**src/rtl/gcbk_pkg.sv**
```systemverilog
// ----------------------------------------------------------------------------
// gcbk_pkg: shared types and constants for the grid-cell keypoint keeper
// Holds action codes, register indexes, the queue entry type and state enums.
// ----------------------------------------------------------------------------
package gcbk_pkg;

  localparam int MaxCellsDefault = 4096;
  localparam int CfgWidth        = 9;

  localparam logic [1:0] ActAdd    = 2'd0;
  localparam logic [1:0] ActClear  = 2'd1;
  localparam logic [1:0] ActRead   = 2'd2;
  localparam logic [1:0] ActUnused = 2'd3;

  localparam logic [1:0] RegCellWidth  = 2'd0;
  localparam logic [1:0] RegCellHeight = 2'd1;
  localparam logic [1:0] RegGridCols   = 2'd2;
  localparam logic [1:0] RegGridRows   = 2'd3;

  typedef enum logic [1:0] {
    OP_ADD,
    OP_CLEAR,
    OP_READ,
    OP_NONE
  } op_t;

  // Front to back queue entry. The cell index keeps 17 bits so that
  // any index at or above the cell count is still recognized.
  typedef struct packed {
    op_t          op;
    logic         oob;
    logic [16:0]  cell_idx;
    logic [15:0]  pos_x;
    logic [15:0]  pos_y;
    logic [31:0]  score;
    logic [3:0]   level;
  } job_t;

  typedef enum logic [2:0] {
    FR_IDLE,
    FR_XDIV,
    FR_YDIV,
    FR_MUL,
    FR_PUSH
  } front_state_t;

  typedef enum logic [2:0] {
    BK_INIT,
    BK_IDLE,
    BK_LOOK,
    BK_DECIDE,
    BK_CLEAR,
    BK_OUT
  } back_state_t;

  function automatic logic [8:0] eff_reg(input logic [8:0] v);
    logic [8:0] r;
    begin
      r = v;
      if (v == 9'd0) r = 9'd1;
      else if (v > 9'd256) r = 9'd256;
      return r;
    end
  endfunction

endpackage

```
**src/rtl/gcbk_queue.sv**
```systemverilog
// ----------------------------------------------------------------------------
// gcbk_queue: two-entry queue between the front and back parts
// A small FIFO so either side can stall without holding the other.
// ----------------------------------------------------------------------------
module gcbk_queue (
  input  logic           clk,
  input  logic           rst,
  input  logic           in_valid,
  output logic           in_ready,
  input  gcbk_pkg::job_t in_job,
  output logic           out_valid,
  input  logic           out_ready,
  output gcbk_pkg::job_t out_job
);
  import gcbk_pkg::*;

  job_t       mem [2];
  logic       wr_ptr;
  logic       rd_ptr;
  logic [1:0] count;
  logic       push;
  logic       pop;

  assign in_ready  = (count != 2'd2);
  assign out_valid = (count != 2'd0);
  assign out_job   = mem[rd_ptr];
  assign push      = in_valid && in_ready;
  assign pop       = out_valid && out_ready;

  always_ff @(posedge clk) begin
    if (push) mem[wr_ptr] <= in_job;
  end

  always_ff @(posedge clk) begin
    if (rst) begin
      wr_ptr <= 1'b0;
      rd_ptr <= 1'b0;
      count  <= '0;
    end else begin
      if (push) wr_ptr <= ~wr_ptr;
      if (pop)  rd_ptr <= ~rd_ptr;
      count <= count + {1'b0, push} - {1'b0, pop};
    end
  end

endmodule

```
**config.mk**
```make
export PLATFORM = sky130hd
export DESIGN_NAME = gcbk_queue
export DESIGN_NICKNAME = d
export VERILOG_FILES = /design/src/rtl/gcbk_pkg.sv /design/src/rtl/gcbk_queue.sv
export SDC_FILE = /design/constraint.sdc
export NUM_CORES = 1
export LEC_CHECK = 0
export BUFFER_PORTS_ARGS = -buffer_cell sky130_fd_sc_hd__buf_4
export CORE_MARGIN = 10
export CORE_UTILIZATION = 50
export CTS_CLUSTER_SIZE = 25
export DETAILED_ROUTE_END_ITERATION = 16
export GPL_ROUTABILITY_DRIVEN = 0
export PLACE_DENSITY = 0.83
export SLEW_MARGIN = 20
export SYNTH_ARGS = -nofsm -noshare
export SYNTH_HDL_FRONTEND = slang
export SYNTH_SLANG_ARGS = --single-unit
```
**constraint.sdc**
```tcl
create_clock -name clk -period 6.4 [get_ports clk]
set_input_delay 0.32 -clock clk [delete_from_list [all_inputs] [get_ports clk]]
set_output_delay 0.32 -clock clk [all_outputs]
set_load 0.01 [all_outputs]
```
==> metrics <==
first-pass GRT wire length 20.0 mm; syn_nets 392; initial DRC count 210; Placement Rows 42; total CTS buffers 17; Netlist Area Pre-Place 0.00665 mm2; DP HPWL 9.04 mm; Leakage 3.29 nW; number of detailed-route iterations in the first pass 4; share of cells above drive strength 1 0.603; grt ovf 0; Hold Buf Count CTS 0; drt drc 0; PD cells 388 mW/mm2; Max FO, Critical Path 59; postcts setup bufs 0; Clock Path Buffers 2; combinational share of power 0.261; Via density 4.94; Yosys reg bits 181; Achievable Freq 0.387 GHz; Routed WL 13.1 mm; Resized Gates After CTS 0; pin slew with the least headroom to its limit 0.899 ns; worst ir drop on vdd 233 uV; CTS tree done; status complete, no violations; Slowest-stage cell, CP buf_4; total negative slack 0 ns; Startpoint Class flip-flop; YS warnings 0; Worst Setup SP count[0]; worst path cell trace nand2b_1 > nand2_1 > nor2_4 > buf_4; sw frac 0.257; H-tree levels 4; core area 0.0131 mm2; most frequent cells in the layout buf_4, edfxtp_1, mux2_2; Setup Skew 0.00705 ns; number of port buffers 181; Worst Path Arrival 2.62 ns; Crit path required time 6.44 ns; Die Y-Extent 135 um; IO Pins 182; unrepaired setup endpoints after global routing false; hold crit path type primary input to flip-flop; clock transition at the registers of the reported paths 0.07 ns; critical path's largest stage delay 0.77 ns; commonest non-fill, non-tap cell in the layout buf_4; area delta synth->final 31.8%; CP endpoint kind flip-flop; Synth area leader edfxtp_1; Cells after Synth 298; Avg Synthesized Cell Area 22.3 um2; Internal Pwr Total 2.53 mW; placed instance area 0.00820 mm2; number of global-route vias before repair 3789; Final min period 2.58 ns; share of the synthesized area in the top cell type 0.794; final hold violations 0; Routed Antenna Nets 0; sequential share of the synthesized area 0.809; P_sw 0.873 mW; initial core utilization 0.506; Yosys cell types 17; DIE WIDTH 135 um; clock latency on the worst-skew pair 0.42 ns; Clk pwr share 0.289; CP Class flip-flop to flip-flop; Avg WL per Cell 19.2 um; cell area after layout 0.00877 mm2; synth top area cells edfxtp_1, mux2_2, mux2_4; final setup vio count 0; via count 3364; largest net degree at the start of global routing 89; final net count 585; min-delay src in_job[42]; Slew Limit Fails 0; sequential share of power 0.450; max cap viols 0; FF-to-FF Start count[0]; Die ar. 0.0183 mm2; clock root cell clkbuf_16; Tcrit/Tclk final 0.404; initial antenna violation count 1; relative slew slack 0.401; Overall Global Routing Usage 0.143; clk sinks 181
==> path summary, 6_finish.rpt <==
kind | end | slack (ns) | cells after the start
worst max-delay path | mem[0][62] | 3.82 | 4
worst min-delay path | mem[0][42] | 0.08 | 1
worst min register to register | rd_ptr | 0.51 | 2
worst max register to register | mem[0][62] | 3.82 | 4
==> per-stage QoR <==
| step | std cells | total power [mW] | hold slack (ns) | utilization | setup slack [ns] |
|---|---|---|---|---|---|
| 2_1_floorplan | 298 | 2.07 | 0.392 | - | 1.55 |
| 3_3_place_gp | 648 | 2.44 | 0.499 | 0.624 | 3.89 |
| 3_5_place_dp | 648 | 2.46 | 0.505 | 0.624 | 3.75 |
| 4_1_cts | 680 | 3.45 | 0.0648 | 0.667 | 3.73 |
| 5_1_grt | 680 | 3.55 | 0.0646 | 0.667 | 3.59 |
| 6_report | 681 | 3.40 | 0.0849 | 0.667 | 3.82 |
==> cell usage after synthesis <==
library cell and number:
xnor2_1 2, dfxtp_1 5, edfxtp_1 176, ha_1 2, o21a_1 1, xor2_1 1, nor2b_1 2, nand2_1 1
buf_2 6, nor2_1 5, mux2_4 20, nand2b_1 1, inv_1 1, and3_1 1, buf_6 4, mux2_2 69
or2_2 1
==> logic make-up after synthesis <==
logic type                 count (synthesis)  share of synthesized area
muxes                                     89                      0.162
AOI/OAI and AO/OA                          1                    0.00113
and+or+nand+nor                           11                    0.00809
xor gates and xnor gates                   3                    0.00395
buffers and inverters                     11                     0.0118
adders and majority gates                  2                    0.00376
DFF                                      181                      0.809
==> worst max-delay path: cells and delay by family (launching register included) <==
kind	cells	cell delay (ns)
buf+inv	1	0.77
simple gates	3	1.00
flops	1	0.38
==> layout make-up <==
type / instances / area (um2)
fill: 877 / 4370
clock inverter: 14 / 136
timing repair buffer: 184 / 1390
clock buffer: 18 / 429
multi-input combinational: 106 / 1200
sequential: 181 / 5390
antenna: 1 / 2.50
inverter: 1 / 3.75
tap: 176 / 220
==> layer usage <==
layer,vias to the layer above,GRT usage,part of all wire
met5,-,0,0
met4,0,0.0508,0.014
met3,17,0.0653,0.089
met2,136,0.239,0.52
met1,1651,0.157,0.38
li1,1560,-,-
==> power by group through the flow <==
stage | Combinational, mW | Sequential, mW | Clock (mW)
global placement | 0.898 | 1.54 | 0
CTS | 0.911 | 1.53 | 1.00
floorplan | 0.509 | 1.56 | 0
detailed placement | 0.906 | 1.56 | 0
global route | 0.958 | 1.55 | 1.05
finish | 0.889 | 1.53 | 0.981
==> sequential cells by signal (all words and copies together) (netlist names), named ones only <==
register,count
wr_ptr,1
rd_ptr,1
count,2
mem,176
Note: power is estimated with default switching activity, not from simulation.
