==> src/rtl/gcbk_pkg.sv <==
// ----------------------------------------------------------------------------
// gcbk_pkg: shared types and constants for the grid-cell keypoint keeper
// Holds action codes, register indexes, the queue entry type and state enums.
// ----------------------------------------------------------------------------
package gcbk_pkg;

  localparam int MaxCellsDefault = 4096;
  localparam int CfgWidth        = 9;

  localparam logic [1:0] ActAdd    = 2'd0;
  localparam logic [1:0] ActClear  = 2'd1;
  localparam logic [1:0] ActRead   = 2'd2;
  localparam logic [1:0] ActUnused = 2'd3;

  localparam logic [1:0] RegCellWidth  = 2'd0;
  localparam logic [1:0] RegCellHeight = 2'd1;
  localparam logic [1:0] RegGridCols   = 2'd2;
  localparam logic [1:0] RegGridRows   = 2'd3;

  typedef enum logic [1:0] {
    OP_ADD,
    OP_CLEAR,
    OP_READ,
    OP_NONE
  } op_t;

  // Front to back queue entry. The cell index keeps 17 bits so that
  // any index at or above the cell count is still recognized.
  typedef struct packed {
    op_t          op;
    logic         oob;
    logic [16:0]  cell_idx;
    logic [15:0]  pos_x;
    logic [15:0]  pos_y;
    logic [31:0]  score;
    logic [3:0]   level;
  } job_t;

  typedef enum logic [2:0] {
    FR_IDLE,
    FR_XDIV,
    FR_YDIV,
    FR_MUL,
    FR_PUSH
  } front_state_t;

  typedef enum logic [2:0] {
    BK_INIT,
    BK_IDLE,
    BK_LOOK,
    BK_DECIDE,
    BK_CLEAR,
    BK_OUT
  } back_state_t;

  function automatic logic [8:0] eff_reg(input logic [8:0] v);
    logic [8:0] r;
    begin
      r = v;
      if (v == 9'd0) r = 9'd1;
      else if (v > 9'd256) r = 9'd256;
      return r;
    end
  endfunction

endpackage

==> src/rtl/gcbk_front.sv <==
// ----------------------------------------------------------------------------
// gcbk_front: accepts items and works out their grid cell
// Divides the coordinates by sixteen times the cell width or height with a restoring divider,
// one quotient bit per cycle, then forms and range checks the cell index.
// ----------------------------------------------------------------------------
module gcbk_front (
  input  logic                 clk,
  input  logic                 rst,
  input  logic                 valid,
  output logic                 ready,
  input  logic [1:0]           action,
  input  logic [15:0]          pos_x,
  input  logic [15:0]          pos_y,
  input  logic [31:0]          score,
  input  logic [3:0]           level,
  input  logic [11:0]          read_index,
  input  logic [8:0]           cell_width,
  input  logic [8:0]           cell_height,
  input  logic [8:0]           grid_cols,
  input  logic [8:0]           grid_rows,
  input  logic [16:0]          max_cells,
  output logic                 job_valid,
  input  logic                 job_ready,
  output gcbk_pkg::job_t       job
);
  import gcbk_pkg::*;

  front_state_t state, state_next;
  job_t         cur;
  logic [15:0]  dividend;
  logic [12:0]  divisor;
  logic [15:0]  rem;
  logic [15:0]  quot;
  logic [3:0]   bit_cnt;
  logic [15:0]  col;
  logic [15:0]  row;
  logic [8:0]   cols_eff;
  logic [8:0]   rows_eff;
  logic [16:0]  rem_sh;
  logic         rem_ge;
  logic [24:0]  prod;
  logic [25:0]  idx_full;
  logic         dim_oob;

  assign cols_eff = eff_reg(grid_cols);
  assign rows_eff = eff_reg(grid_rows);
  assign rem_sh   = {rem, dividend[15]};
  assign rem_ge   = rem_sh >= {4'd0, divisor};
  assign prod     = row * cols_eff;
  assign idx_full = {1'b0, prod} + {10'd0, col};
  assign dim_oob  = (col >= {7'd0, cols_eff}) || (row >= {7'd0, rows_eff});

  always_comb begin
    state_next = state;
    unique case (state)
      FR_IDLE: if (valid) begin
        if (action == ActAdd) state_next = FR_XDIV;
        else state_next = FR_PUSH;
      end
      FR_XDIV: if (bit_cnt == 4'd15) state_next = FR_YDIV;
      FR_YDIV: if (bit_cnt == 4'd15) state_next = FR_MUL;
      FR_MUL:  state_next = FR_PUSH;
      FR_PUSH: if (job_ready) state_next = FR_IDLE;
      default: state_next = FR_IDLE;
    endcase
  end

  always_comb begin
    ready     = (state == FR_IDLE);
    job_valid = (state == FR_PUSH);
    job       = cur;
  end

  always_ff @(posedge clk) begin
    if (rst) begin
      state <= FR_IDLE;
    end else begin
      state <= state_next;
    end
  end

  always_ff @(posedge clk) begin
    unique case (state)
      FR_IDLE: if (valid) begin
        cur.pos_x    <= pos_x;
        cur.pos_y    <= pos_y;
        cur.score    <= score;
        cur.level    <= level;
        cur.oob      <= 1'b0;
        cur.cell_idx <= {5'd0, read_index};
        dividend     <= pos_x;
        divisor      <= {eff_reg(cell_width), 4'd0};
        rem          <= '0;
        bit_cnt      <= '0;
        case (action)
          ActAdd:   cur.op <= OP_ADD;
          ActClear: cur.op <= OP_CLEAR;
          ActRead: begin
            cur.op  <= OP_READ;
            cur.oob <= ({5'd0, read_index} >= max_cells) ||
                       ({5'd0, read_index} >= {8'd0, rows_eff} * {8'd0, cols_eff});
          end
          default:  cur.op <= OP_NONE;
        endcase
      end
      FR_XDIV, FR_YDIV: begin
        quot    <= {quot[14:0], rem_ge};
        bit_cnt <= bit_cnt + 4'd1;
        if (bit_cnt == 4'd15 && state == FR_XDIV) begin
          // column done, start the row division
          col      <= {quot[14:0], rem_ge};
          dividend <= cur.pos_y;
          divisor  <= {eff_reg(cell_height), 4'd0};
          rem      <= '0;
        end else begin
          rem      <= rem_ge ? 16'(rem_sh - {4'd0, divisor}) : rem_sh[15:0];
          dividend <= {dividend[14:0], 1'b0};
          if (bit_cnt == 4'd15) row <= {quot[14:0], rem_ge};
        end
      end
      FR_MUL: begin
        cur.cell_idx <= idx_full[16:0];
        cur.oob      <= dim_oob || (idx_full >= {9'd0, max_cells});
      end
      default: ;
    endcase
  end

endmodule

==> config.mk <==
export PLATFORM = sky130hd
export DESIGN_NAME = gcbk_front
export DESIGN_NICKNAME = d
export VERILOG_FILES = /design/src/rtl/gcbk_pkg.sv /design/src/rtl/gcbk_front.sv
export SDC_FILE = /design/constraint.sdc
export NUM_CORES = 1
export LEC_CHECK = 0
export ABC_AREA = 1
export BUFFER_PORTS_ARGS = -buffer_cell sky130_fd_sc_hd__clkbuf_2
export CAP_MARGIN = 20
export CORE_MARGIN = 3
export CORE_UTILIZATION = 54
export CTS_CLUSTER_SIZE = 40
export DETAILED_ROUTE_END_ITERATION = 10
export GPL_TIMING_DRIVEN = 0
export PLACE_DENSITY = 0.76
export REMOVE_ABC_BUFFERS = 1
export SYNTH_ARGS = -nofsm -noshare
export SYNTH_HDL_FRONTEND = slang
export SYNTH_SLANG_ARGS = --single-unit
==> constraint.sdc <==
create_clock -name clk -period 7.4 [get_ports clk]
set_input_delay 1.48 -clock clk [delete_from_list [all_inputs] [get_ports clk]]
set_output_delay 1.48 -clock clk [all_outputs]
set_load 0.02 [all_outputs]
==> metrics, run 1 <==
outcome=finished clean; CTS tree=built; placed cells=2421; fin util=65.97%; CP Data Required Time=between 7 and 8 ns; Clock Tree Buf Depth=2; CP max FO=14; Leak=about 0.01 uW; Syn. warnings=0; Hold Crit Class=reg2reg; relative slew slack=34.54%; Initial Util=55.34%; M3 GR Usage=5.094%; CP top delay family=adder cells; Power Density=315.5 nW/um^2; met1 Use GR=between 30 and 40%; H-tree levels=4; Worst setup EP type=register; total number of vias=13399; Final Hold Vio Count=0; Antenna Nets Post-Route=0; Psw=between 2000 and 3000 uW; Async S/R FF share, synth=0%; DRC Markers=0; flops & latches, synth=183; I/O pin cnt=229; routed len/inst=17.46 um; Final Setup Violations=0; max-cap violations=0; Peak supply drop=roughly 0.00024 V; global-route wire length before repair=70880 um; Syn Std Cell Area=roughly 17000 um^2; Int Pwr=3448 uW; critical path class=in2reg; Yosys cell types=49; CP peak stage delay=0.55 ns; most used routing layer in global routing=met2; crit path buf inv count=11; die footprint=approximately 33000 um^2; worst-margin pin slew=0.9796 ns; number of enable flip-flop cells after synthesis=180; hold_buf cts=0; f_max=between 100 and 150 MHz; Tot GR Track Use=26.96%; Die H=181.2 um; Mapped Avg Cell Area=9.029 um^2; Mapped Cells=between 1500 and 2000; layout cells sized above 1=roughly a fifth; grt ovf=0; Place WS=-2.334 ns; Die X-Extent=181.2 um; Max Slew Vio Count=0; routed wire length=around 44000 um; Slowest-stage cell, CP=fa_1; row cnt=63; Clock power frac=16.1%; vias per inst=5.375; Comb pwr share=between 50 and 60%; largest net degree at the start of global routing=37; worst skew pair latency=~0.45 ns; Pre-Repair DR Iteration Count=6; post-DP HPWL=34000 um; Setup WS post-layout=0.06616 ns; ys flop type=edfxtp_1; nets=2559; crit path launch type=primary input; met2 Use GR=47.38%; Sw Ratio=44.69%; register area share after synthesis=around a third; minimum clock period=7.334 ns; Seq pwr share=28.2%; fin cells=2493; initial antenna violation count=1; GP Congestion=0.9434; setup TNS=0 ns; Clock transition at path regs=0.08 ns; clock skew=0.01403 ns; vias in the first global route=between 10000 and 15000; Root Buffer=clkbuf_16; Syn-to-layout area delta=19.21%; Inserted Diodes=0; port bufs=228; CTS buffer count=17; crit path DAT=7.54 ns; RSZ-0062 raised after global routing=yes; clk sinks=about 180; initial drt markers=858; core area=approximately 30000 um^2; final period utilization=99.11%
==> synth_stat cells, types with 9 or more instances <==
| cell type | n | area (um^2) |
|---|---|---|
| nor3_1 | 13 | 65.06 |
| nand4_1 | 25 | 156.4 |
| ha_1 | 168 | 2102 |
| edfxtp_1 | 180 | 5405 |
| nand2_1 | 405 | 1520 |
| fa_1 | 162 | 3243 |
| xor2_1 | 19 | 166.4 |
| a21oi_1 | 78 | 390.4 |
| xnor2_1 | 16 | 140.1 |
| o21ai_0 | 29 | 145.1 |
| inv_1 | 374 | 1404 |
| o21ai_1 | 9 | 45.04 |
| nor2_1 | 170 | 638.1 |
| nor4_1 | 10 | 62.56 |
| nand3_1 | 66 | 330.3 |
| clkbuf_1 | 25 | 93.84 |
==> layout make-up <==
| class | count | area [um^2] |
|---|---|---|
| tap | 390 | 488.0 |
| timing repair inverter | 2 | 15.01 |
| fill | 2386 | 10190 |
| multi-input combinational | 1236 | 10060 |
| sequential | 183 | 5465 |
| clock inverter | 15 | 234.0 |
| inverter | 376 | 1435 |
| clock buffer | 17 | 425.4 |
| timing repair buffer | 274 | 1634 |
==> worst paths after layout <==
path	start	to	slack, ns	cells past startpoint
worst max-delay path	grid_cols[4]	job[85]	0.07	39
worst min-delay path	quot[14]	col[15]	0.45	0
worst max register to register	row[3]	job[85]	1.26	24
worst min register to register	quot[14]	col[15]	0.45	0
==> state kept, by name, indices dropped and copies added (netlist names) <==
signal	cells
bit_cnt	4
col	16
dividend	16
divisor	9
job	88
quot	15
rem	16
row	16
state	3
==> layout by cell type, fill, tap and decap left out, types with 18 or more instances in the layout <==
master / netlist / final
a21oi_1: 78 / 70
buf_4: 0 / 34
clkbuf_16: 0 / 18
clkbuf_2: 1 / 227
edfxtp_1: 180 / 180
fa_1: 162 / 156
ha_1: 168 / 153
inv_1: 374 / 353
nand2_1: 405 / 389
nand2_2: 8 / 19
nand3_1: 66 / 64
nand4_1: 25 / 25
nor2_1: 170 / 155
o21ai_0: 29 / 26
==> routing by layer <==
layer,share of wire (%),routed length [um]
met5,0.016,7
met3,6.7,2915
met2,51,22210
met4,3.2,1413
met1,39,16980
==> cell families (layout without fill, tap and decap cells) <==
logic type | count (synthesis) | after routing | share of synthesized area, %
flip-flops | 183 | 183 | 32.97
buffers and inverters | 417 | 684 | 9.586
AND/OR/NAND/NOR | 717 | 717 | 17.90
XOR/XNOR | 35 | 35 | 1.849
AO/OA/AOI/OAI | 154 | 154 | 5.449
adder cells (fa/ha/maj) | 330 | 330 | 32.24
==> power by group through the flow <==
stage / sequential (uW) / clock (uW) / combinational [uW]
global route: 1790 / 1060 / 3820
finish: 1760 / 1000 / 3470
CTS: 1760 / 1020 / 3210
detailed placement: 1780 / 0 / 2860
global placement: 1790 / 0 / 2710
floorplan: 1930 / 0 / 1830
==> repair_timing <==
item | CTS | global route
gates cloned | 3 | 0
setup endpoints to repair | 10 | 1
buffers inserted | 27 | 12
hold endpoints to repair | 0 | 0
pin swaps | 56 | 62
resized for setup | 88 | 47
==> through the flow <==
stage / total power (uW) / hold WS, ns / cell area [um^2]
after floorplan: 3754 / 0.4215 / 16400
after CTS: 5985 / 0.4516 / 19540
after detailed placement: 4631 / 0.4372 / 18200
after global placement: 4503 / 0.4269 / 18030
final: 6234 / 0.4537 / 19760
after global routing: 6669 / 0.4778 / 19760
No activity file was read; power rests on OpenSTA's default activity.
==> inputs of run 2 (changes only) <==
--- a/config.mk
+++ b/config.mk
@@ -15,6 +15,7 @@
 export GPL_TIMING_DRIVEN = 0
 export PLACE_DENSITY = 0.76
 export REMOVE_ABC_BUFFERS = 1
+export SETUP_SLACK_MARGIN = 0.5
 export SYNTH_ARGS = -nofsm -noshare
 export SYNTH_HDL_FRONTEND = slang
 export SYNTH_SLANG_ARGS = --single-unit
==> run 2 against run 1 <==
  * Non-clock buffer count rose by 6
  * Total power fell by 0.62%
  * Largest power group unchanged
  * Clock power barely moved
  * Via count fell by 0.51%
  * Critical path type unchanged
==> metrics, run 2 (same netlist as run 1, synthesis figures left out) <==
outcome=finished clean (unchanged); row cnt=63 (unchanged); Seq pwr share=28.4% (was 28.2%); r2r endpoint=job[85] (unchanged); Leak=0.009809 uW (was 0.009778 uW); worst skew pair latency=0.45 ns (about the same); H-tree levels=4 (unchanged); routed len/inst=17.37 um (was 17.46 um); largest net degree at the start of global routing=37 (unchanged); placed cells=2421 (unchanged); Slowest-stage cell, CP=fa_1 (unchanged); Clock Tree Buf Depth=2 (unchanged); worst-margin pin slew=0.9788 ns (was 0.9796 ns); setup TNS=0 ns (unchanged); CP peak stage delay=0.55 ns (about the same); critical path class=in2reg (unchanged); GP Congestion=0.9434 (unchanged); CTS tree=built (unchanged); initial drt markers=916 (was 858); Pre-Repair DR Iteration Count=5 (was 6); Die X-Extent=181.2 um (unchanged); Die H=181.2 um (unchanged); layout cells sized above 1=20.58% (was 20.68%); max-cap violations=0 (unchanged); vias in the first global route=14244 (was 14141); Psw=2763 uW (was 2786 uW); DRC Markers=0 (unchanged); Clock transition at path regs=0.08 ns (about the same); worst setup path startpoint=grid_cols[1] (was grid_cols[4]); Tot GR Track Use=27.14% (was 26.96%); f_max=136.6 MHz (was 136.4 MHz); Antenna Nets Post-Route=0 (unchanged); Int Pwr=3433 uW (was 3448 uW); routed wire length=43420 um (was 43530 um); Sw Ratio=44.59% (was 44.69%); crit path launch type=primary input (unchanged); CTS buffer count=17 (unchanged); Root Buffer=clkbuf_16 (unchanged); Multi-input gate area=10040 um^2 (was 10060 um^2); final period utilization=98.91% (was 99.11%); die footprint=32840 um^2 (unchanged); total number of vias=13330 (was 13399); Final Setup Violations=0 (unchanged); commonest non-fill, non-tap cell in the layout=nand2_1 (unchanged); Power Density=312.9 nW/um^2 (was 315.5 nW/um^2); most frequent cells in the layout=nand2_1, inv_1, clkbuf_2 (unchanged); nets=2565 (was 2559); max reg flops=88 (unchanged); Comb pwr share=55.4% (was 55.7%); clock skew=0.01810 ns (was 0.01403 ns); relative slew slack=34.59% (was 34.54%); Max Slew Vio Count=0 (unchanged); minimum clock period=7.319 ns (was 7.334 ns); most used cell, CP=nand2_1; Peak supply drop=0.0002385 V (was 0.0002401 V); number of fill cells=2376 (was 2386); I/O pin cnt=229 (unchanged); Worst R2R Path Depth=29 (was 24); Final Hold Vio Count=0 (unchanged); Reg area=5465 um^2 (unchanged); Initial Util=55.34% (unchanged); Worst Setup EP=job[85] (unchanged); crit path DAT=7.53 ns (was 7.54 ns); FF-to-FF Start=row[1] (was row[3]); R2R setup slack=1.30 ns (was 1.26 ns); Clock power frac=16.2% (was 16.1%); Syn-to-layout area delta=19.44% (was 19.21%); CP Data Required Time=7.61 ns (about the same); Inserted Diodes=0 (unchanged); Hold Crit Class=reg2reg (unchanged); vias per inst=5.334 (was 5.375); core area=29950 um^2 (unchanged); fin cells=2499 (was 2493); post-DP HPWL=34000 um (unchanged); global-route wire length before repair=71400 um (was 70880 um); grt ovf=0 (unchanged); initial antenna violation count=0 (was 1); RSZ-0062 raised after global routing=yes (unchanged); CP max FO=14 (unchanged); Worst setup EP type=register (unchanged); clk sinks=183 (unchanged); port bufs=228 (unchanged)
run 2: per-layer routing:
layer	GRT usage, %	vias to the layer above	share of wire (%)
met5	0	-	0
met4	10.12	0	3.5
met3	5.255	105	6.7
met2	47.60	491	51
met1	33.32	6394	39
li1	-	6340	-
run 2: cell type report:
cell class	count	area share, %
Inverter	376	7.235
Timing Repair Buffer	280	8.607
Tap cell	390	2.464
Timing Repair inverter	2	0.07583
Sequential cell	183	27.60
Clock buffer	17	2.149
Multi-Input combinational cell	1236	50.69
Clock inverter	15	1.182
run 2: worst max-delay path: cells and delay by family:
family,cells,cell delay [ns]
adder cells (fa/ha/maj),7,2.86
AND/OR/NAND/NOR,18,1.61
buffers and inverters,13,1.11
AO/OA/AOI/OAI,2,0.24
XOR/XNOR,1,0.19
run 2: worst min path at each step:
stage               startpoint  cells after the start  slack [ns]       to
floorplan             quot[14]                      0        0.42  col[15]
global placement      quot[14]                      0        0.43  row[15]
detailed placement    quot[14]                      0        0.44  col[15]
CTS                   quot[14]                      0        0.45  col[15]
global route          quot[14]                      0        0.48  col[15]
finish                quot[14]                      0        0.46  col[15]
run 2: stage by stage:
step	hold WS (ns)	utilization, %	total power (uW)	setup slack [ns]	cell area, um^2
2_1_floorplan	0.4215	-	3754	-0.4571	16400
3_3_place_gp	0.4269	60.19	4503	-2.593	18030
3_5_place_dp	0.4372	60.77	4631	-2.334	18200
4_1_cts	0.4516	65.63	6059	0.07298	19660
5_1_grt	0.4786	66.10	6628	-0.2004	19800
6_report	0.4555	66.10	6195	0.08097	19800
run 2: repair_timing:
action                                  in CTS  in global routing
setup buffers                               39                  4
hold buffers                                 0                  0
cloned                                       3                  0
resized for setup                          101                 23
endpoints found under the setup margin      12                  1
pin swaps                                   72                 26
run 2: power groups by stage:
stage	clock, uW	sequential, uW	combinational, uW
after global placement	0	1790	2710
after detailed placement	0	1780	2860
final	1000	1760	3430
after floorplan	0	1930	1830
after global routing	1060	1790	3780
after CTS	1020	1760	3280
==> inputs of run 3 (changes only) <==
--- a/config.mk
+++ b/config.mk
@@ -14,6 +14,7 @@
 export DETAILED_ROUTE_END_ITERATION = 10
 export GPL_TIMING_DRIVEN = 0
 export PLACE_DENSITY = 0.76
+export RECOVER_POWER = 100
 export REMOVE_ABC_BUFFERS = 1
 export SETUP_SLACK_MARGIN = 0.5
 export SYNTH_ARGS = -nofsm -noshare
==> run 3 against run 2 <==
  * The flow now finishes with violations (max-capacitance violations, max-slew violations)
  * Non-clock buffer count unchanged
  * Routed wire length up 0.23%
  * Highest routed layer unchanged
  * Clock skew up 0.0033 ns
  * Global-route usage unchanged
  * Fmax is essentially flat
  * Sequential share of layout area increased by 0.39 points
  * Via count increased by 0.32%
==> metrics, run 3 (same netlist as run 1, synthesis figures left out) <==
H-tree levels=4 (unchanged); CP peak stage delay=0.55 ns (about the same); port bufs=228 (unchanged); relative slew slack=-86.28% (was 34.59%); nets=2565 (unchanged); crit path DAT=7.54 ns (was 7.53 ns); row cnt=63 (unchanged); Die X-Extent=181.2 um (unchanged); Hold Crit Class=reg2reg (unchanged); clock skew=0.02136 ns (was 0.01810 ns); die footprint=32840 um^2 (unchanged); Inserted Diodes=0 (unchanged); placed cells=2421 (unchanged); global-route wire length before repair=71400 um (unchanged); met1 wire length=16890 um (was 16870 um); post-DP HPWL=34000 um (unchanged); crit path buf inv count=13 (unchanged); routed wire length=43520 um (was 43420 um); Final Hold Vio Count=0 (unchanged); Root Buffer=clkbuf_16 (unchanged); Tot GR Track Use=27.14% (unchanged); CTS tree=built (unchanged); CTS buffer count=17 (unchanged); Power Density=311.1 nW/um^2 (was 312.9 nW/um^2); worst skew pair latency=0.46 ns (was 0.45 ns); CP max FO=14 (unchanged); initial antenna violation count=0 (unchanged); Max Slew Vio Count=71 (was 0); Worst R2R Path Depth=29 (unchanged); R2R setup slack=1.28 ns (was 1.30 ns); fin cells=2499 (unchanged); initial drt markers=872 (was 916); vias per inst=5.351 (was 5.334); total number of vias=13373 (was 13330); worst-margin pin slew=2.784 ns (was 0.9788 ns); Multi-input gate area=9997 um^2 (was 10040 um^2); setup TNS=0 ns (unchanged); WHS Path Cells=0 (unchanged); FF-to-FF Start=row[1] (unchanged); commonest non-fill, non-tap cell in the layout=nand2_1 (unchanged); Finished Cell Area=19530 um^2 (was 19800 um^2); CP top delay family=adder cells (unchanged); outcome=complete, but fails checks (was finished clean); vias in the first global route=14244 (unchanged); Clock Tree Buf Depth=2 (unchanged); Hold EP=col[15] (unchanged); most frequent cells in the layout=nand2_1, inv_1, edfxtp_1 (was nand2_1, inv_1, clkbuf_2); most used cell, CP=nand2_1 (unchanged); critical path class=in2reg (unchanged); r2r endpoint=job[85] (unchanged); grt ovf=0 (unchanged); area post-placement=18200 um^2 (unchanged); Hold Crit Start=quot[14] (unchanged); largest net degree at the start of global routing=37 (unchanged); Die H=181.2 um (unchanged); Reg area=5465 um^2 (unchanged); GP Congestion=0.9434 (unchanged); Final Setup Violations=0 (unchanged); number of fill cells=2449 (was 2376); Slowest-stage cell, CP=fa_1 (unchanged); I/O pin cnt=229 (unchanged); minimum clock period=7.322 ns (was 7.319 ns); hold_buf cts=0 (unchanged); DRC Markers=0 (unchanged); fin util=65.18% (was 66.10%); crit path launch type=primary input (unchanged); routed wl met2=22060 um (was 22120 um); f_max=136.6 MHz (about the same); RSZ-0062 raised after global routing=yes (unchanged); critical path depth=41 (unchanged); routed len/inst=17.41 um (was 17.37 um); violated checks=max-capacitance violations, max-slew violations; CP Data Required Time=7.61 ns (about the same); Antenna Nets Post-Route=0 (unchanged); top layer in use=met4 (unchanged); Peak supply drop=0.0002229 V (was 0.0002385 V); Leak=0.009430 uW (was 0.009809 uW); Initial Util=55.34% (unchanged); Syn-to-layout area delta=17.78% (was 19.44%); Worst setup EP type=register (unchanged); Pre-Repair DR Iteration Count=5 (unchanged); final period utilization=98.94% (was 98.91%); core area=29950 um^2 (unchanged); max reg flops=88 (unchanged); layout cells sized above 1=14.84% (was 20.58%); Clock transition at path regs=0.08 ns (about the same); final total power=6075 uW (was 6195 uW); max-cap violations=2 (was 0); wire length on met3=3060 um (was 2922 um); clk sinks=183 (unchanged)
[run 3: worst max path at each step]
stage / slack (ns) / to / start
after global routing: -0.20 / job[85] / grid_cols[1]
after detailed placement: -2.33 / job[85] / grid_cols[8]
after global placement: -2.59 / job[85] / grid_cols[8]
after CTS: 0.07 / job[85] / grid_cols[1]
after floorplan: -0.46 / job[85] / grid_cols[1]
final: 0.08 / job[85] / grid_cols[1]
[run 3: layout make-up]
class / count / share of cell area [%]
multi-input cells: 1236 / 51.20
flip-flops and latches: 183 / 27.99
inverters: 376 / 7.337
repair inverters: 2 / 0.07690
repair buffers: 280 / 7.517
clock inverters: 15 / 1.198
well taps: 390 / 2.499
clock buffers: 17 / 2.179
[run 3: metal layers]
layer	global-route usage [%]	up-vias
li1	-	6338
met1	33.32	6447
met2	47.60	481
met3	5.255	107
met4	10.12	0
met5	0	-
[run 3: timing repair]
action	4_1_cts	5_1_grt
gates resized for setup	101	23
pin swaps	72	26
buffers inserted	39	4
setup endpoints to repair	12	1
cloned	3	0
[run 3: where the power goes]
part           leakage, uW  total (uW)  switching [uW]  internal [uW]
sequential         0.00173        1760             138           1630
clock             0.000317        1000             517            486
combinational      0.00738        3310            2080           1230
total              0.00943        6080            2740           3340
[run 3: through the flow]
step | hold WS, ns | setup slack [ns]
floorplan | 0.4215 | -0.4571
global placement | 0.4269 | -2.593
detailed placement | 0.4372 | -2.334
CTS | 0.4516 | 0.07298
global route | 0.4786 | -0.2004
finish | 0.4543 | 0.07832
